[config.mk]
export PLATFORM = sky130hd
export DESIGN_NAME = tls_record_deframer_unit
export DESIGN_NICKNAME = d
export VERILOG_FILES = /design/src/rtl/tlsrd_pkg.sv /design/src/rtl/tlsrd_parser.sv /design/src/rtl/tlsrd_outbuf.sv /design/src/rtl/tls_record_deframer_unit.sv
export VERILOG_INCLUDE_DIRS = /design/src /design/src/rtl
export SDC_FILE = /design/constraint.sdc
export NUM_CORES = 1
export LEC_CHECK = 0
export BUFFER_PORTS_ARGS = -buffer_cell sky130_fd_sc_hd__buf_2
export CELL_PAD_IN_SITES_DETAIL_PLACEMENT = 1
export CELL_PAD_IN_SITES_GLOBAL_PLACEMENT = 2
export CORE_MARGIN = 2
export CORE_UTILIZATION = 40
export CTS_CLUSTER_DIAMETER = 40
export DETAILED_ROUTE_END_ITERATION = 8
export GPL_TIMING_DRIVEN = 0
export HOLD_SLACK_MARGIN = 0.15
export PLACE_DENSITY = 0.85
export RECOVER_POWER = 25
export SKIP_LAST_GASP = 1
export SYNTH_ARGS = -nofsm -noshare
export SYNTH_HDL_FRONTEND = slang
export SYNTH_SLANG_ARGS = --single-unit
[constraint.sdc]
create_clock -name clk -period 5.62 [get_ports clk]
set_input_delay 0.843 -clock clk [delete_from_list [all_inputs] [get_ports clk]]
set_output_delay 0.843 -clock clk [all_outputs]
set_load 0.005 [all_outputs]
[src/rtl/assert_macros.svh]
// Assertion macros shared by the deframer RTL.
// Included by the modules that carry concurrent checks; needs no package.
`ifndef ASSERT_MACROS_SVH
`define ASSERT_MACROS_SVH

`ifndef SYNTHESIS

// The consequent must hold in the same cycle as the antecedent.
`define TLSRD_ASSERT_IMPL(lbl, clk, rst, ante, cons) \
  lbl: assert property (@(posedge clk) disable iff (rst) (ante) |-> (cons)) \
    else $error("deframer check failed");

// The consequent must hold in the cycle after the antecedent.
`define TLSRD_ASSERT_NEXT(lbl, clk, rst, ante, cons) \
  lbl: assert property (@(posedge clk) disable iff (rst) (ante) |=> (cons)) \
    else $error("deframer check failed");

`else

`define TLSRD_ASSERT_IMPL(lbl, clk, rst, ante, cons)
`define TLSRD_ASSERT_NEXT(lbl, clk, rst, ante, cons)

`endif

`endif

[src/rtl/tlsrd_pkg.sv]
// Types, codes and constant byte patterns of the record deframer.
// Used by the parser, the output buffer and the top level.
`default_nettype none

package tlsrd_pkg;

  typedef enum logic [1:0] {
    PH_PREFIX,
    PH_HEADER,
    PH_PAYLOAD,
    PH_CLOSED
  } phase_t;

  typedef enum logic [1:0] {
    ST_OK,
    ST_BAD,
    ST_BIG,
    ST_CLOSED
  } status_t;

  typedef struct packed {
    logic [7:0] out_byte;
    logic       out_valid;
    logic       record_end;
    status_t    status;
  } result_t;

  localparam logic [2:0]  CCS_LEN = 3'd6;
  localparam logic [2:0]  HDR_LEN = 3'd5;
  localparam logic [2:0]  HDR_TYPE_LEN = 3'd3;
  localparam logic [15:0] MAX_PAYLOAD_RESET = 16'd16384;

  // Fake ChangeCipherSpec record that may open the stream.
  function automatic logic [7:0] ccs_byte(input logic [2:0] idx);
    logic [7:0] b;
    unique case (idx)
      3'd0:    b = 8'h14;
      3'd1:    b = 8'h03;
      3'd2:    b = 8'h03;
      3'd3:    b = 8'h00;
      3'd4:    b = 8'h01;
      3'd5:    b = 8'h01;
      default: b = 8'h00;
    endcase
    return b;
  endfunction

  // Fixed opening of every application data record header.
  function automatic logic [7:0] hdr_byte(input logic [1:0] idx);
    logic [7:0] b;
    unique case (idx)
      2'd0:    b = 8'h17;
      2'd1:    b = 8'h03;
      2'd2:    b = 8'h03;
      default: b = 8'h00;
    endcase
    return b;
  endfunction

endpackage

`default_nettype wire

[src/rtl/tlsrd_parser.sv]
// Record parser: stream state registers and the per-byte decision logic.
// Depends on tlsrd_pkg and assert_macros.svh.
`default_nettype none
`include "assert_macros.svh"

module tlsrd_parser import tlsrd_pkg::*; (
  input  wire logic        clk,
  input  wire logic        rst,
  input  wire logic        accept,
  input  wire logic [7:0]  in_byte,
  input  wire logic [15:0] max_payload,
  output result_t          result
);

  phase_t      phase, phase_next;
  logic [2:0]  byte_index, idx_next;
  logic [7:0]  length_high, len_hi_next;
  logic [15:0] remaining, rem_next;

  logic        use_hdr;
  logic [2:0]  hidx;
  logic [15:0] len_full;

  always_comb begin
    phase_next  = phase;
    idx_next    = byte_index;
    len_hi_next = length_high;
    rem_next    = remaining;
    result      = '0;
    use_hdr     = 1'b0;
    hidx        = '0;
    len_full    = {length_high, in_byte};

    unique case (phase)
      PH_PREFIX: begin
        if (byte_index == 3'd0 && in_byte != ccs_byte(3'd0)) begin
          // No fake record: this byte is the first header byte.
          use_hdr = 1'b1;
        end else if (byte_index >= CCS_LEN || in_byte != ccs_byte(byte_index)) begin
          phase_next    = PH_CLOSED;
          result.status = ST_BAD;
        end else if (byte_index == CCS_LEN - 3'd1) begin
          phase_next = PH_HEADER;
          idx_next   = '0;
        end else begin
          idx_next = byte_index + 3'd1;
        end
      end
      PH_HEADER: begin
        use_hdr = 1'b1;
        hidx    = (byte_index >= HDR_LEN) ? 3'd0 : byte_index;
      end
      PH_PAYLOAD: begin
        if (remaining == 16'd0) begin
          use_hdr = 1'b1;
        end else begin
          rem_next         = remaining - 16'd1;
          result.out_byte  = in_byte;
          result.out_valid = 1'b1;
          if (remaining == 16'd1) begin
            result.record_end = 1'b1;
            phase_next        = PH_HEADER;
            idx_next          = '0;
          end
        end
      end
      PH_CLOSED: begin
        result.status = ST_CLOSED;
      end
    endcase

    if (use_hdr) begin
      if (hidx < HDR_TYPE_LEN) begin
        if (in_byte != hdr_byte(hidx[1:0])) begin
          phase_next    = PH_CLOSED;
          result.status = ST_BAD;
        end else begin
          phase_next = PH_HEADER;
          idx_next   = hidx + 3'd1;
        end
      end else if (hidx == HDR_TYPE_LEN) begin
        phase_next  = PH_HEADER;
        len_hi_next = in_byte;
        idx_next    = hidx + 3'd1;
      end else begin
        idx_next = '0;
        if (len_full > max_payload) begin
          phase_next    = PH_CLOSED;
          result.status = ST_BIG;
        end else if (len_full == 16'd0) begin
          // Empty record ends on its last length byte.
          phase_next        = PH_HEADER;
          result.record_end = 1'b1;
        end else begin
          phase_next = PH_PAYLOAD;
          rem_next   = len_full;
        end
      end
    end
  end

  always_ff @(posedge clk) begin
    if (rst) begin
      phase       <= PH_PREFIX;
      byte_index  <= '0;
      length_high <= '0;
      remaining   <= '0;
    end else if (accept) begin
      phase       <= phase_next;
      byte_index  <= idx_next;
      length_high <= len_hi_next;
      remaining   <= rem_next;
    end
  end

  `TLSRD_ASSERT_NEXT(a_closed_sticks, clk, rst, phase == PH_CLOSED, phase == PH_CLOSED)
  `TLSRD_ASSERT_IMPL(a_prefix_idx, clk, rst, phase == PH_PREFIX, byte_index < CCS_LEN)
  `TLSRD_ASSERT_IMPL(a_header_idx, clk, rst, phase == PH_HEADER, byte_index < HDR_LEN)
  `TLSRD_ASSERT_IMPL(a_payload_due, clk, rst, phase == PH_PAYLOAD, remaining != 16'd0)

endmodule

`default_nettype wire

[src/rtl/tlsrd_outbuf.sv]
// Two-entry result buffer: an output register plus a skid register.
// Depends on tlsrd_pkg and assert_macros.svh.
`default_nettype none
`include "assert_macros.svh"

module tlsrd_outbuf import tlsrd_pkg::*; (
  input  wire logic clk,
  input  wire logic rst,
  input  wire logic push,
  input  result_t   push_data,
  output logic      full,
  output logic      main_valid,
  output result_t   main_data,
  input  wire logic take_stall
);

  logic    skid_valid;
  result_t skid_data;
  logic    pop;

  assign pop  = main_valid && !take_stall;
  // Stall upstream only once the skid entry is occupied.
  assign full = skid_valid;

  always_ff @(posedge clk) begin
    if (rst) begin
      main_valid <= 1'b0;
      skid_valid <= 1'b0;
    end else if (pop) begin
      if (skid_valid) begin
        skid_valid <= 1'b0;
      end else begin
        main_valid <= push;
      end
    end else if (push) begin
      if (main_valid) begin
        skid_valid <= 1'b1;
      end else begin
        main_valid <= 1'b1;
      end
    end
  end

  always_ff @(posedge clk) begin
    if (pop) begin
      if (skid_valid) begin
        main_data <= skid_data;
      end else if (push) begin
        main_data <= push_data;
      end
    end else if (push) begin
      if (main_valid) begin
        skid_data <= push_data;
      end else begin
        main_data <= push_data;
      end
    end
  end

  `TLSRD_ASSERT_IMPL(a_skid_behind_main, clk, rst, skid_valid, main_valid)
  `TLSRD_ASSERT_NEXT(a_skid_fills, clk, rst, push && main_valid && !pop, skid_valid)
  `TLSRD_ASSERT_IMPL(a_no_push_full, clk, rst, skid_valid, !push)

endmodule

`default_nettype wire

[src/rtl/tls_record_deframer_unit.sv]
// Top level of the TLS record deframer: limit register, parser, output buffer.
// Depends on tlsrd_pkg, tlsrd_parser and tlsrd_outbuf.
// The result of a byte is registered in the output buffer before it is presented.
// Throughput: one byte per cycle while the output buffer is not full; the parser state is registered.
// A two-entry output buffer lets one more byte in while a result is stalled.
// Synchronous reset returns to the prefix check and sets the limit to 16384.
`default_nettype none

module tls_record_deframer_unit import tlsrd_pkg::*; (
  input  wire logic        clk,
  input  wire logic        rst,
  input  wire logic        in_valid,
  output logic             in_stall,
  input  wire logic [7:0]  in_byte,
  output logic             result_valid,
  input  wire logic        result_stall,
  output logic [7:0]       out_byte,
  output logic             out_valid,
  output logic             record_end,
  output logic [1:0]       status,
  input  wire logic        cfg_valid,
  output logic             cfg_ready,
  input  wire logic [15:0] cfg_data
);

  logic [15:0] max_payload;
  logic        accept;
  logic        buf_full;
  result_t     step_result;
  result_t     head;

  assign cfg_ready = 1'b1;
  assign in_stall  = buf_full;
  assign accept    = in_valid && !buf_full;

  always_ff @(posedge clk) begin
    if (rst) begin
      max_payload <= MAX_PAYLOAD_RESET;
    end else if (cfg_valid && cfg_ready) begin
      max_payload <= cfg_data;
    end
  end

  tlsrd_parser u_parser (
    .clk         (clk),
    .rst         (rst),
    .accept      (accept),
    .in_byte     (in_byte),
    .max_payload (max_payload),
    .result      (step_result)
  );

  tlsrd_outbuf u_outbuf (
    .clk        (clk),
    .rst        (rst),
    .push       (accept),
    .push_data  (step_result),
    .full       (buf_full),
    .main_valid (result_valid),
    .main_data  (head),
    .take_stall (result_stall)
  );

  assign out_byte   = head.out_byte;
  assign out_valid  = head.out_valid;
  assign record_end = head.record_end;
  assign status     = head.status;

endmodule

`default_nettype wire

==> impl_metrics.yaml <==
critical_path:
  rrSetupSlack_ns: 2.38
  arrival_ns: 3.62
  crit_chain: "buf_2, ha_1, a41o_1, a21oi_1, nor3_1, o31ai_1, nand2_1, and4_1, a311o_1"
  crit_start: "in_byte[7]"
  r2r_cells: 8
  slowest_stage: "o31ai_1"
  r2r_start: "u_parser.length_high[3]"
  cp-end-kind: "flip-flop"
  slowest_delay_ns: 0.78
  cp_data_required_time_ns: 5.89
  path_class: "in2reg"
  cp_max_fo: 8
  worstSetupStartpointType: "primary input"
timing:
  hold_viol: 0
  drv_slew: 0
  rsz0062_at_grt: "no"
  min_period_ns: 3.355
  setup_viol: 0
  tns_ns: 0
  period_share_pct: 59.70
  max_freq_mhz: 298.0
  relSlewSlack_pct: 25.12
  worst_pin_slew_ns: 1.123
  finClkSkew_ns: 0.01475
min_path:
  min-delay-start: "max_payload[11]"
  worstHoldPathCells: 2
  min_path_type: "reg2reg"
route:
  via_per_inst: 5.616
  post_drt_wl_per_cell_um: 18.79
  drc: 0
  drt-initial-drc-count: 179
  drt-total-wl_mm: 12.12
  first_pass_iters: 5
  vias: 3622
  antenna_left: 0
synth:
  synth_cell_type_count: 65
  seq_area_frac_synth_pct: 39.75
  synth_edf_count: 24
  synth_area_per_cell_um2: 9.248
  synthCells: 452
  synth_seq_cells: 71
  synth_nets: 508
  syn_area_mm2: 0.004180
  synthArstFlopShare_pct: 0
  yosysWarnings: 0
  synth_ff_type: "dfxtp_1"
clock_network:
  clock_sinks: 71
  hold_buffers: 0
  root_buffer: "clkbuf_8"
  cts_setup_buffers: 0
  htreeDepth: 3
  cts_resized: 0
  max-clock-path-buffers: 2
  cts_buffers: 9
  clk_pin_slew_ns: 0.09
  cts_tree: "done"
  clk_latency_ns: 0.37
layout:
  post-route-cell-area_mm2: 0.004737
  fin_cells: 645
  n_antenna_cell: 0
  final_cell_mix: "48 x nor2_1, 47 x dfxtp_1, 38 x buf_2"
  mostFrequentLayoutCell: "nor2_1"
  synthToLayoutAreaGrowth_pct: 13.32
  fillers: 1230
  layout-drive-gt1-share_pct: 16.70
  finalNetCount: 560
placement:
  port_buffers: 41
  post_dp_cell_area_mm2: 0.004556
  place.gp.congestion: 0.8724
  dpl.hpwl_mm: 8.988
  dp_cells: 629
power:
  switching_share_pct: 37.00
  comb_power_share_pct: 37.7
  p_int_w: 0.001129
  leakage_nw: 1.969
  power.share.sequential_pct: 37.7
  clkPwrFrac_pct: 24.6
  peakVddDrop_mv: 0.1546
  power_density_mw_per_mm2: 378.4
  p_switching_w: 0.0006633
die:
  rows: 37
  start_util_pct: 40.86
  core-area_mm2: 0.01023
  chipHeight_um: 106.2
  die_area_mm2: 0.01128
  die_width_um: 106.2
  ios: 44
global_routing:
  grt_usage_pct: 22.95
  grt_pass1_wl_mm: 19.92
  grt_pass1_vias: 3710
  grt_max_degree: 15
  grt_overflow: 0
  antenna_found_initial: 0
status:
  outcome: "complete, no violations"
flow_run:
  max-cap-violations: 0
-- sequential cells by signal, summed over array words and instances, names as in the netlist --
register	count
max_payload	16
u_parser.remaining	16
u_outbuf.main_data	12
u_outbuf.skid_data	12
u_parser.length_high	8
u_parser.byte_index	3
u_parser.phase	2
u_outbuf.full	1
u_outbuf.main_valid	1
-- worst max-delay path: cells and delay by family --
family,cells,cell delay [ns]
buffers and inverters,1,0.17
adders and majority gates,1,0.35
AOI/OAI and AO/OA,4,1.41
and+or+nand+nor,3,0.85
-- routing by layer --
layer  track usage (%)  vias to the layer above  part of all wire [%]
met3             4.353                       20                   4.2
met2             37.50                       79                    48
met1             30.52                     1770                    46
li1                  -                     1753                     -
met5                 0                        -                     0
met4             7.613                        0                   1.8
-- area by class of cell --
cell class              count  area (um^2)  share of cell area (%)
plain buffers              23        101.3                   2.139
clock buffers               9        123.9                   2.615
clock inverters             7        80.08                   1.690
inverters                  28        105.1                   2.219
multi-input cells         330         2297                   48.49
flip-flops and latches     71         1662                   35.08
well taps                 136        170.2                   3.592
repair buffers             41        197.7                   4.173
-- stage by stage --
step | setup slack, ns | power, W | util [%] | hold slack [ns]
finish | 2.265 | 0.001793 | 46.30 | 0.4989
CTS | 2.307 | 0.001802 | 46.52 | 0.5052
detailed placement | 1.919 | 0.001356 | 44.53 | 0.4852
global placement | 1.966 | 0.001334 | 44.53 | 0.4766
global route | 2.018 | 0.001912 | 46.30 | 0.5421
floorplan | 2.731 | 0.001171 | - | 0.4604
-- power groups by stage --
stage                     Combinational, W  Clock, W  Sequential, W
after global routing              0.000754  0.000473       0.000686
final                             0.000676  0.000441       0.000676
after floorplan                   0.000495         0       0.000676
after CTS                         0.000678  0.000449       0.000675
after global placement            0.000653         0       0.000681
after detailed placement          0.000670         0       0.000686
-- cells by family after synthesis --
| group | count (synthesis) | share of synthesized area (%) |
|---|---|---|
| other | 1 | 0.08971 |
| AO/OA/AOI/OAI | 77 | 12.87 |
| multiplexers | 41 | 10.48 |
| AND/OR/NAND/NOR | 184 | 23.44 |
| adder cells (fa/ha/maj) | 27 | 8.081 |
| buffers and inverters | 51 | 5.298 |
| flip-flops | 71 | 39.75 |
-- path summary, 6_finish.rpt --
path                                  to
setup / recovery  u_parser.remaining[15]
setup reg to reg  u_parser.remaining[15]
hold reg to reg          max_payload[11]
hold / removal           max_payload[11]
-- Yosys cell counts, types with 4 or more instances --
cell	number	area [um^2]
clkbuf_1	15	56.30
ha_1	27	337.8
nand4_1	9	56.30
a31oi_1	4	25.02
and4_1	4	35.03
nor2_1	48	180.2
or3_1	8	50.05
a21oi_1	19	95.09
nor3_1	19	95.09
nor2b_1	5	31.28
nor4_1	8	50.05
inv_1	28	105.1
mux2_2	12	135.1
mux2i_1	28	280.3
o31ai_1	4	30.03
o21ai_0	14	70.07
and3_1	7	43.79
and2_1	16	100.1
or4_4	4	45.04
nand3_1	11	55.05
nand2_1	30	112.6
dfxtp_1	47	940.9
edfxtp_1	24	720.7
No activity file was read; power rests on OpenSTA's default activity.
